## src/hw/rtl/diss_pkg.sv

```systemverilog
`default_nettype none
package diss_pkg;

	// bucket count must be a power of two: the bucket is the low hash bits
	localparam int NUM_BUCKETS = 4096;
	localparam int WAYS        = 4;
	localparam int BKT_W       = $clog2(NUM_BUCKETS);
	localparam int KEY_W       = 128;
	localparam int WAY_W       = KEY_W + 1;
	localparam int ROW_W       = WAYS * WAY_W;
	localparam int SLOT_TOTAL  = NUM_BUCKETS * WAYS;
	localparam int CNT_W       = $clog2(SLOT_TOTAL + 1);
	localparam int OCC_W       = 15;
	localparam int OCC_MAX     = 32767;
	localparam int HASH_BYTES  = 16;
	localparam int BCNT_W      = $clog2(HASH_BYTES);

	localparam logic [31:0] HASH_PRIME = 32'd16777619;

	localparam logic CMD_INSERT = 1'b0;
	localparam logic CMD_CLEAR  = 1'b1;

	localparam logic [1:0] ST_NEW  = 2'd0;
	localparam logic [1:0] ST_DUP  = 2'd1;
	localparam logic [1:0] ST_FULL = 2'd2;

	typedef struct packed {
		logic load;
		logic hash_step;
		logic clr_wr;
		logic rd;
		logic decide;
		logic clr_cnt;
		logic clr_respond;
	} diss_cmd_t;

	typedef struct packed {
		logic hash_last;
		logic clr_last;
	} diss_sts_t;

endpackage
`default_nettype wire

```

## src/hw/rtl/diss_ctrl.sv

```systemverilog
`default_nettype none
module diss_ctrl
	import diss_pkg::*;
(
	input  wire logic      clk,
	input  wire logic      arst_n,
	input  wire logic      start,
	input  wire logic      command,
	input  wire diss_sts_t sts,
	output diss_cmd_t      cmd,
	output logic           busy
);

	typedef enum logic [2:0] {
		S_CLR,
		S_IDLE,
		S_HASH,
		S_READ,
		S_DECIDE
	} state_t;

	state_t state_q;
	logic   user_clr_q;

	always_ff @(posedge clk or negedge arst_n) begin
		if (!arst_n) begin
			state_q    <= S_CLR;
			user_clr_q <= 1'b0;
		end else begin
			case (state_q)
				S_IDLE: begin
					if (start) begin
						if (command == CMD_CLEAR) begin
							state_q    <= S_CLR;
							user_clr_q <= 1'b1;
						end else begin
							state_q <= S_HASH;
						end
					end
				end
				S_HASH: begin
					if (sts.hash_last) state_q <= S_READ;
				end
				S_READ:   state_q <= S_DECIDE;
				S_DECIDE: state_q <= S_IDLE;
				S_CLR: begin
					if (sts.clr_last) begin
						state_q    <= S_IDLE;
						user_clr_q <= 1'b0;
					end
				end
				default: state_q <= S_IDLE;
			endcase
		end
	end

	always_comb begin
		cmd             = '0;
		cmd.load        = (state_q == S_IDLE) && start && (command == CMD_INSERT);
		cmd.clr_cnt     = (state_q == S_IDLE) && start && (command == CMD_CLEAR);
		cmd.hash_step   = (state_q == S_HASH);
		cmd.rd          = (state_q == S_READ);
		cmd.decide      = (state_q == S_DECIDE);
		cmd.clr_wr      = (state_q == S_CLR);
		cmd.clr_respond = (state_q == S_CLR) && sts.clr_last && user_clr_q;
	end

	assign busy = (state_q != S_IDLE);

endmodule
`default_nettype wire

```

## config.mk

```make
export PLATFORM = sky130hd
export DESIGN_NAME = diss_ctrl
export DESIGN_NICKNAME = d
export VERILOG_FILES = /design/src/hw/rtl/diss_pkg.sv /design/src/hw/rtl/diss_ctrl.sv
export SDC_FILE = /design/constraint.sdc
export NUM_CORES = 1
export LEC_CHECK = 0
export ABC_AREA = 1
export ABC_CLOCK_PERIOD_IN_PS = 900
export BUFFER_PORTS_ARGS = -buffer_cell sky130_fd_sc_hd__buf_2
export CORE_AREA = 2 2 39 41
export DETAILED_ROUTE_END_ITERATION = 16
export DIE_AREA = 0 0 41 43
export GPL_ROUTABILITY_DRIVEN = 0
export PLACE_DENSITY = 0.48
export SLEW_MARGIN = 10
export SYNTH_ARGS = -nofsm -noshare
export SYNTH_HDL_FRONTEND = slang
export SYNTH_SLANG_ARGS = --single-unit
export TNS_END_PERCENT = 20
```

## constraint.sdc

```tcl
create_clock -name clk -period 0.9 [get_ports clk]
set_input_delay 0.18 -clock clk [delete_from_list [all_inputs] [get_ports clk]]
set_output_delay 0.18 -clock clk [all_outputs]
set_load 0.01 [all_outputs]
```

Yosys cells after proc, flatten, opt, wreduce, memory -nomap -nowiden
Cells that the tools add are included.
{ "classes": {"bitwise_logic": 1, "reduce_logical": 9, "muxes": 9, "eq_ne": 9} }
{ "ops": {"columns": ["cell", "count"], "rows": [
  ["$pmux 3 s4", 1],
  ["$mux 3", 3],
  ["$ne 2x2->1 const B", 4],
  ["$eq 3x2->1 const B", 2],
  ["$logic_and 1x1->1", 5],
  ["$reduce_and 4->1", 1],
  ["$eq 3x1->1 const B", 1],
  ["$eq 3x3->1 const B", 1],
  ["$logic_not 3->1", 1],
  ["$mux 1", 3],
  ["$ne 3x1->1 const B", 1],
  ["$reduce_and 3->1", 1],
  ["$mux 2", 1],
  ["$pmux 1 s2", 1],
  ["$reduce_bool 2->1", 1],
  ["$not 1->1", 1]
]} }
{ "word_totals": {"regBits": 4, "word_cells": 30} }

Longest topological paths before layout
Gate-level depths: netlist (run 1).
{ "logic_depth": {"word_depth": 3, "ltp_mapped": 6, "ltp_nobuf": 6} }

Least setup slack after synthesis (run 1)
Ideal clock, no wire load.
{ "synth_path": {"path_type": "reg-to-output", "start": "register state_q[0]", "end": "output cmd[0] (netlist name)", "n_path_buf": 0, "slack_ns": -0.240, "path_stages_with_launch": 4, "arrival_ns": 0.960, "cell_sequence": "dfrtp_1 nor2_1 inv_2 nor4_1"} }
{ "synth_lines": {"columns": ["item", "line", "source"], "rows": [
  ["start, declared", "diss_ctrl.sv:22", "state_t state_q;"],
  ["start signal, assigned", "diss_ctrl.sv:27", "state_q <= S_CLR;"],
  ["start signal, assigned", "diss_ctrl.sv:34", "state_q <= S_CLR;"],
  ["start signal, assigned", "diss_ctrl.sv:37", "state_q <= S_HASH;"],
  ["end, declared", "diss_ctrl.sv:10", "output diss_cmd_t cmd,"]
]} }

==> results of run 1 <==
==> timing repair <==
item                                    in CTS  in global routing
hold buffers                                 1                  0
setup buffers                                0                  1
gates cloned                                 0                  0
resized for setup                            5                  4
pin swaps                                    0                  3
endpoints found under the hold margin        4                  0
endpoints found under the setup margin      12                 12
==> layer usage <==
layer  vias to the layer above  GRT usage, %
met1                       134          14.0
met5                         -             0
met2                        13          13.4
met4                         0          8.00
met3                         0          4.71
li1                        162             -
==> report_power, final <==
part | switching (mW) | internal, mW | leakage, nW
Combinational | 0.670 | 0.613 | 0.212
Sequential | 0.0843 | 0.263 | 0.0494
Clock | 0.0701 | 0.149 | 0.0138
==> worst paths after layout <==
path,cells past startpoint,startpoint,to,slack [ns]
worst max-delay path,4,state_q[2]$_DFFE_PN0P_,cmd[6],-0.47
worst min-delay path,2,arst_n,user_clr_q$_DFFE_PN0P_,0.28
worst max register to register,6,state_q[2]$_DFFE_PN0P_,state_q[1]$_DFFE_PN0P_,-0.21
worst min register to register,2,user_clr_q$_DFFE_PN0P_,user_clr_q$_DFFE_PN0P_,0.57
max in group asynchronous,2,arst_n,state_q[2]$_DFFE_PN0P_,0.49
min in group clk,4,command,state_q[1]$_DFFE_PN0P_,0.29
==> flip-flops by register name (all words and copies together), names as in the netlist <==
name,cells
state_q,3
user_clr_q,1
==> stage by stage <==
| stage | instance area [sq um] | std cells | utilization, % |
|---|---|---|---|
| 2_1_floorplan | 299 | 36 | - |
| 3_3_place_gp | 438 | 71 | 31.6 |
| 3_5_place_dp | 438 | 71 | 31.6 |
| 4_1_cts | 493 | 75 | 35.6 |
| 5_1_grt | 519 | 76 | 37.5 |
| 6_report | 519 | 76 | 37.5 |
==> logic make-up after synthesis <==
group	count (synthesis)	synth area share [%]
simple gates	20	44.5
buf+inv	9	14.4
flops	4	34.9
compound gates	3	6.11
==> worst max-delay path, cell delays in order, from the launching register on <==
cell     delay [ns]
dfrtp_2        0.46
nor2_8         0.15
nand2_4        0.06
nor3b_4        0.15
buf_2          0.15
==> cell usage in the layout (no fill, tap or decap) <==
cell / netlist / routed
nand3_1: 2 / 2
nor2_8: 1 / 1
buf_2: 0 / 12
o21bai_1: 1 / 1
o21ai_2: 0 / 1
nand4_1: 1 / 1
nor2_2: 1 / 2
buf_4: 0 / 7
nor2_1: 7 / 6
inv_2: 5 / 5
a21oi_1: 1 / 1
clkbuf_4: 0 / 3
dfrtp_2: 0 / 1
nand2_4: 1 / 1
nor3_4: 0 / 2
buf_12: 0 / 1
inv_1: 3 / 3
nor4_2: 0 / 1
nor3_2: 1 / 2
buf_6: 1 / 1
dlygate4sd3_1: 0 / 1
nand2_1: 1 / 1
dfrtp_1: 4 / 3
nor3b_4: 0 / 1
==> final cells by class <==
type | count | area share [%]
multi-input combinational | 23 | 36.9
sequential | 4 | 19.5
clock buffer | 3 | 4.34
tap | 16 | 3.86
timing repair buffer | 22 | 29.6
inverter | 8 | 5.78
==> impl_metrics.tcl, run 1 <==
set metrics [dict create \
    drt-pass1-iter-count 4 \
    yosys_most_used_dff "dfrtp_1" \
    p_per_area_nw_per_um2 3560 \
    synth_edf_count 0 \
    grt_max_degree 6 \
    syn_area_sq_um 287 \
    synth_most_common_cell "nor2_1" \
    drt-initial-drc-count 3 \
    postSynthCellCount 36 \
    startpoint_type "register" \
    outcome "finished, violations left" \
    timing_worst_setup_path_type "reg -> out" \
    post_drt_wl_per_cell_microns 9.64 \
    area_growth_pct 81.2 \
    cp.arrival_ns 1.19 \
    wl_met2_microns 361 \
    drv_slew 0 \
    cts_tree "done" \
    yosysSeqAreaShare_pct 34.9 \
    clock-sinks 4 \
    drive_gt1_share_pct 68.3 \
    synth.top_cell.area_share_pct 34.9 \
    async_flop_share_pct 100 \
    synth_top_cells_by_count "7 x nor2_1, 5 x inv_2, 4 x dfrtp_1, 3 x inv_1, 3 x nor3_1" \
    ant_nets 0 \
    slew_headroom_pct 86.2 \
    root_buffer "clkbuf_4" \
    die_x_microns 41 \
    final_nets 68 \
    fin_ws_ns -0.475 \
    final.min_clock_period_ns 1.37 \
    core-area_sq_um 1380 \
    grt_pass1_vias 288 \
    nFillCells 146 \
    timing.final.crit_share_pct 153 \
    ys_ff_latch 4 \
    clock_path_buffers 2 \
    final_hold_viol_count 0 \
    pre_cts_ws_ns -0.268 \
    viasPerCell 4.07 \
    path_clk_slew_ns 0.04 \
    htree_levels 1 \
    multi_input_area_sq_um 191 \
    synth_nets 42 \
    dpl.hpwl_microns 571 \
    worstPathMaxFanout 5 \
    antenna_found_initial 0 \
    portBuffers 13 \
    holdWs_ns 0.279 \
    track_usage_pct 10.8 \
    pin_count 14 \
    grt_pass1_wl_mm 1.21 \
    yosysWarnings 0 \
    synthTopCellsByArea "dfrtp_1 35%, nor2_1 9.2%, nor2_8 7.0%, inv_2 6.6%, nor3_1 5.2%" \
    hold_path_class "in -> async" \
    syn_avg_cell_area_sq_um 7.96 \
    drv_cap 0 \
    max_slew.worst_pin.slew_ns 0.205 \
    fin_setup_tns_ns -3.97 \
    n_antenna_cell 0 \
    violations "setup timing" \
    die_area_sq_um 1760 \
    insertion_delay_ns 0.23 \
    register_area_sq_um 101 \
    rsz0062_at_grt "yes" \
    cts_made_buffers 3 \
    wl_microns 733 \
    met1_length_microns 324 \
    max-vdd-ir-drop_v 0.00126 \
    top_layer_used "met3" \
    setup_viol 11 \
    start_util_pct 20.7 \
    grt_overflow 0 \
    timing.fmax_mhz 727 \
    ys_types 18 \
    wl_met3_microns 47 \
    crit_path_end_kind "primary output" \
    drc 0 \
    synth_top_cell_by_area "dfrtp_1" \
    finClkSkew_ns 0.00480 \
    cp.required_ns 0.72 \
    totalPowerFinal_mw 1.85 \
    leakage_nw 0.275 \
    die_h_microns 43 \
    placementRows 14 \
    vias 309 \
]
Power figures use the tool's default switching activity.
==> run 2: changes to the inputs <==
--- a/config.mk
+++ b/config.mk
@@ -6,7 +6,7 @@
 export NUM_CORES = 1
 export LEC_CHECK = 0
 export ABC_AREA = 1
-export ABC_CLOCK_PERIOD_IN_PS = 900
+export ABC_CLOCK_PERIOD_IN_PS = 1120
 export BUFFER_PORTS_ARGS = -buffer_cell sky130_fd_sc_hd__buf_2
 export CORE_AREA = 2 2 39 41
 export DETAILED_ROUTE_END_ITERATION = 16
==> constraint.sdc (replaced) <==
create_clock -name clk -period 1.12 [get_ports clk]
set_input_delay 0.224 -clock clk [delete_from_list [all_inputs] [get_ports clk]]
set_output_delay 0.224 -clock clk [all_outputs]
set_load 0.01 [all_outputs]
==> impl_metrics.tcl, run 2 (synthesized netlist as in run 1, its figures left out) <==
set metrics [dict create \
    die_x_microns 41 \
    fin_ws_ns -0.285 \
    startpoint_type "register" \
    post_drt_wl_per_cell_microns 9.46 \
    timing.final.crit_share_pct 125 \
    start_util_pct 20.7 \
    path_clk_slew_ns 0.04 \
    ant_nets 0 \
    drt-pass1-iter-count 2 \
    grt_max_degree 7 \
    drive_gt1_share_pct 65.1 \
    max_slew.worst_pin.slew_ns 0.232 \
    cp.arrival_ns 1.18 \
    reg2reg_to "user_clr_q$_DFFE_PN0P_" \
    p_per_area_nw_per_um2 2790 \
    finClkSkew_ns 0.000490 \
    timing.fmax_mhz 712 \
    vias 311 \
    r2r.worst_path.cells 6 \
    die_h_microns 43 \
    internal_power_mw 0.803 \
    drv_slew 0 \
    crit_path_end_kind "primary output" \
    cts_tree "done" \
    clock_path_buffers 2 \
    largest_register_ffs 3 \
    holdWs_ns 0.305 \
    portBuffers 13 \
    switching_share_pct 41.9 \
    final.min_clock_period_ns 1.41 \
    p_clk_share_pct 12.5 \
    violations "setup timing" \
    hold_path_class "in -> reg" \
    switchingPower_mw 0.578 \
    track_usage_pct 11.7 \
    max-vdd-ir-drop_v 0.00101 \
    placementRows 14 \
    pre_cts_ws_ns -0.0813 \
    worstPathMaxFanout 6 \
    top_regs "state_q x3, user_clr_q x1" \
    viasPerCell 3.94 \
    clock-sinks 4 \
    cts_made_buffers 3 \
    die_area_sq_um 1760 \
    final_common_cell "buf_2" \
    insertion_delay_ns 0.23 \
    final_hold_viol_count 0 \
    grt_pass1_vias 299 \
    final_cell_mix "12 x buf_2, 11 x buf_4, 6 x nor2_1, 5 x inv_2" \
    critPathCapture "cmd[6]" \
    crit_start "state_q[2]$_DFFE_PN0P_" \
    grt_pass1_wl_mm 1.32 \
    timing_worst_setup_path_type "reg -> out" \
    fin_setup_tns_ns -2.03 \
    dpl.hpwl_microns 574 \
    leakage_nw 0.273 \
    htree_levels 1 \
    p_seq_share_pct 19.9 \
    area_growth_pct 72.9 \
    reg2reg_slack_ns -0.20 \
    drt-initial-drc-count 3 \
    outcome "finished, violations left" \
    rsz0062_at_grt "yes" \
    wl_microns 747 \
    reg2reg_from "state_q[2]$_DFFE_PN0P_" \
    pin_count 14 \
    n_antenna_cell 0 \
    drv_cap 0 \
    grt_overflow 0 \
    p_comb_share_pct 67.5 \
    setup_viol 9 \
    root_buffer "clkbuf_4" \
    largest_register "state_q" \
    slew_headroom_pct 84.4 \
    cp.required_ns 0.90 \
    drc 0 \
    final_nets 71 \
    core-area_sq_um 1380 \
    antenna_found_initial 0 \
]
run 2: cell count changes in the layout (fill, tap and decap cells not counted), sizes merged:
cell and delta:
buf +3
run 2: worst min path at each step:
stage	startpoint	endpoint	slack (ns)	cells past startpoint
after detailed placement	arst_n	user_clr_q$_DFFE_PN0P_	0.03	1
after floorplan	arst_n	state_q[0]$_DFFE_PN0P_	-0.07	0
after CTS	command	state_q[1]$_DFFE_PN0P_	0.30	4
after global routing	start	state_q[1]$_DFFE_PN0P_	0.33	3
final	command	state_q[1]$_DFFE_PN0P_	0.31	4
after global placement	arst_n	user_clr_q$_DFFE_PN0P_	0.03	1
run 2: metrics by stage:
| stage | utilization, % | instances | power [mW] | cell area [sq um] |
|---|---|---|---|---|
| 6_report | 35.8 | 79 | 1.38 | 495 |
| 4_1_cts | 35.3 | 78 | 1.40 | 488 |
| 2_1_floorplan | - | 36 | 0.750 | 293 |
| 5_1_grt | 35.8 | 79 | 1.52 | 495 |
| 3_5_place_dp | 30.8 | 72 | 1.11 | 427 |
| 3_3_place_gp | 30.8 | 72 | 1.10 | 427 |
run 2: what timing repair did:
item                                    in CTS  in global routing
hold buffers                                 1                  0
hold endpoints to repair                     4                  0
pin swaps                                    1                  2
setup buffers                                2                  1
endpoints found under the setup margin      11                 11
resized for setup                            4                  0
run 2: worst max-delay path: stages, from the launching register on:
cell and delay [ns]:
dfrtp_2 0.47, nor2_8 0.15, nand2_4 0.06, nor3b_2 0.14, buf_2 0.14
run 2: power by group through the flow:
stage	registers [mW]	clock network [mW]	logic, mW
floorplan	0.244	0	0.506
global placement	0.268	0	0.837
detailed placement	0.270	0	0.840
CTS	0.277	0.182	0.945
global route	0.287	0.184	1.05
finish	0.275	0.173	0.932
run 2: per-layer routing:
metal / vias to the layer above / wire length [microns] / global-route usage [%] / part of all wire, %
met5: - / 0 / 0 / 0
met4: 0 / 0 / 8.00 / 0
met3: 0 / 43 / 4.71 / 5.8
met2: 11 / 383 / 15.6 / 51
met1: 133 / 320 / 14.7 / 43
li1: 167 / - / - / -
run 2: cell type report:
cell class,instances,area [sq um]
Clock buffer,3,22.5
Fill cell,149,888
Inverter,8,30.0
Multi-Input combinational cell,23,158
Sequential cell,4,101
Tap cell,16,20.0
Timing Repair Buffer,25,164
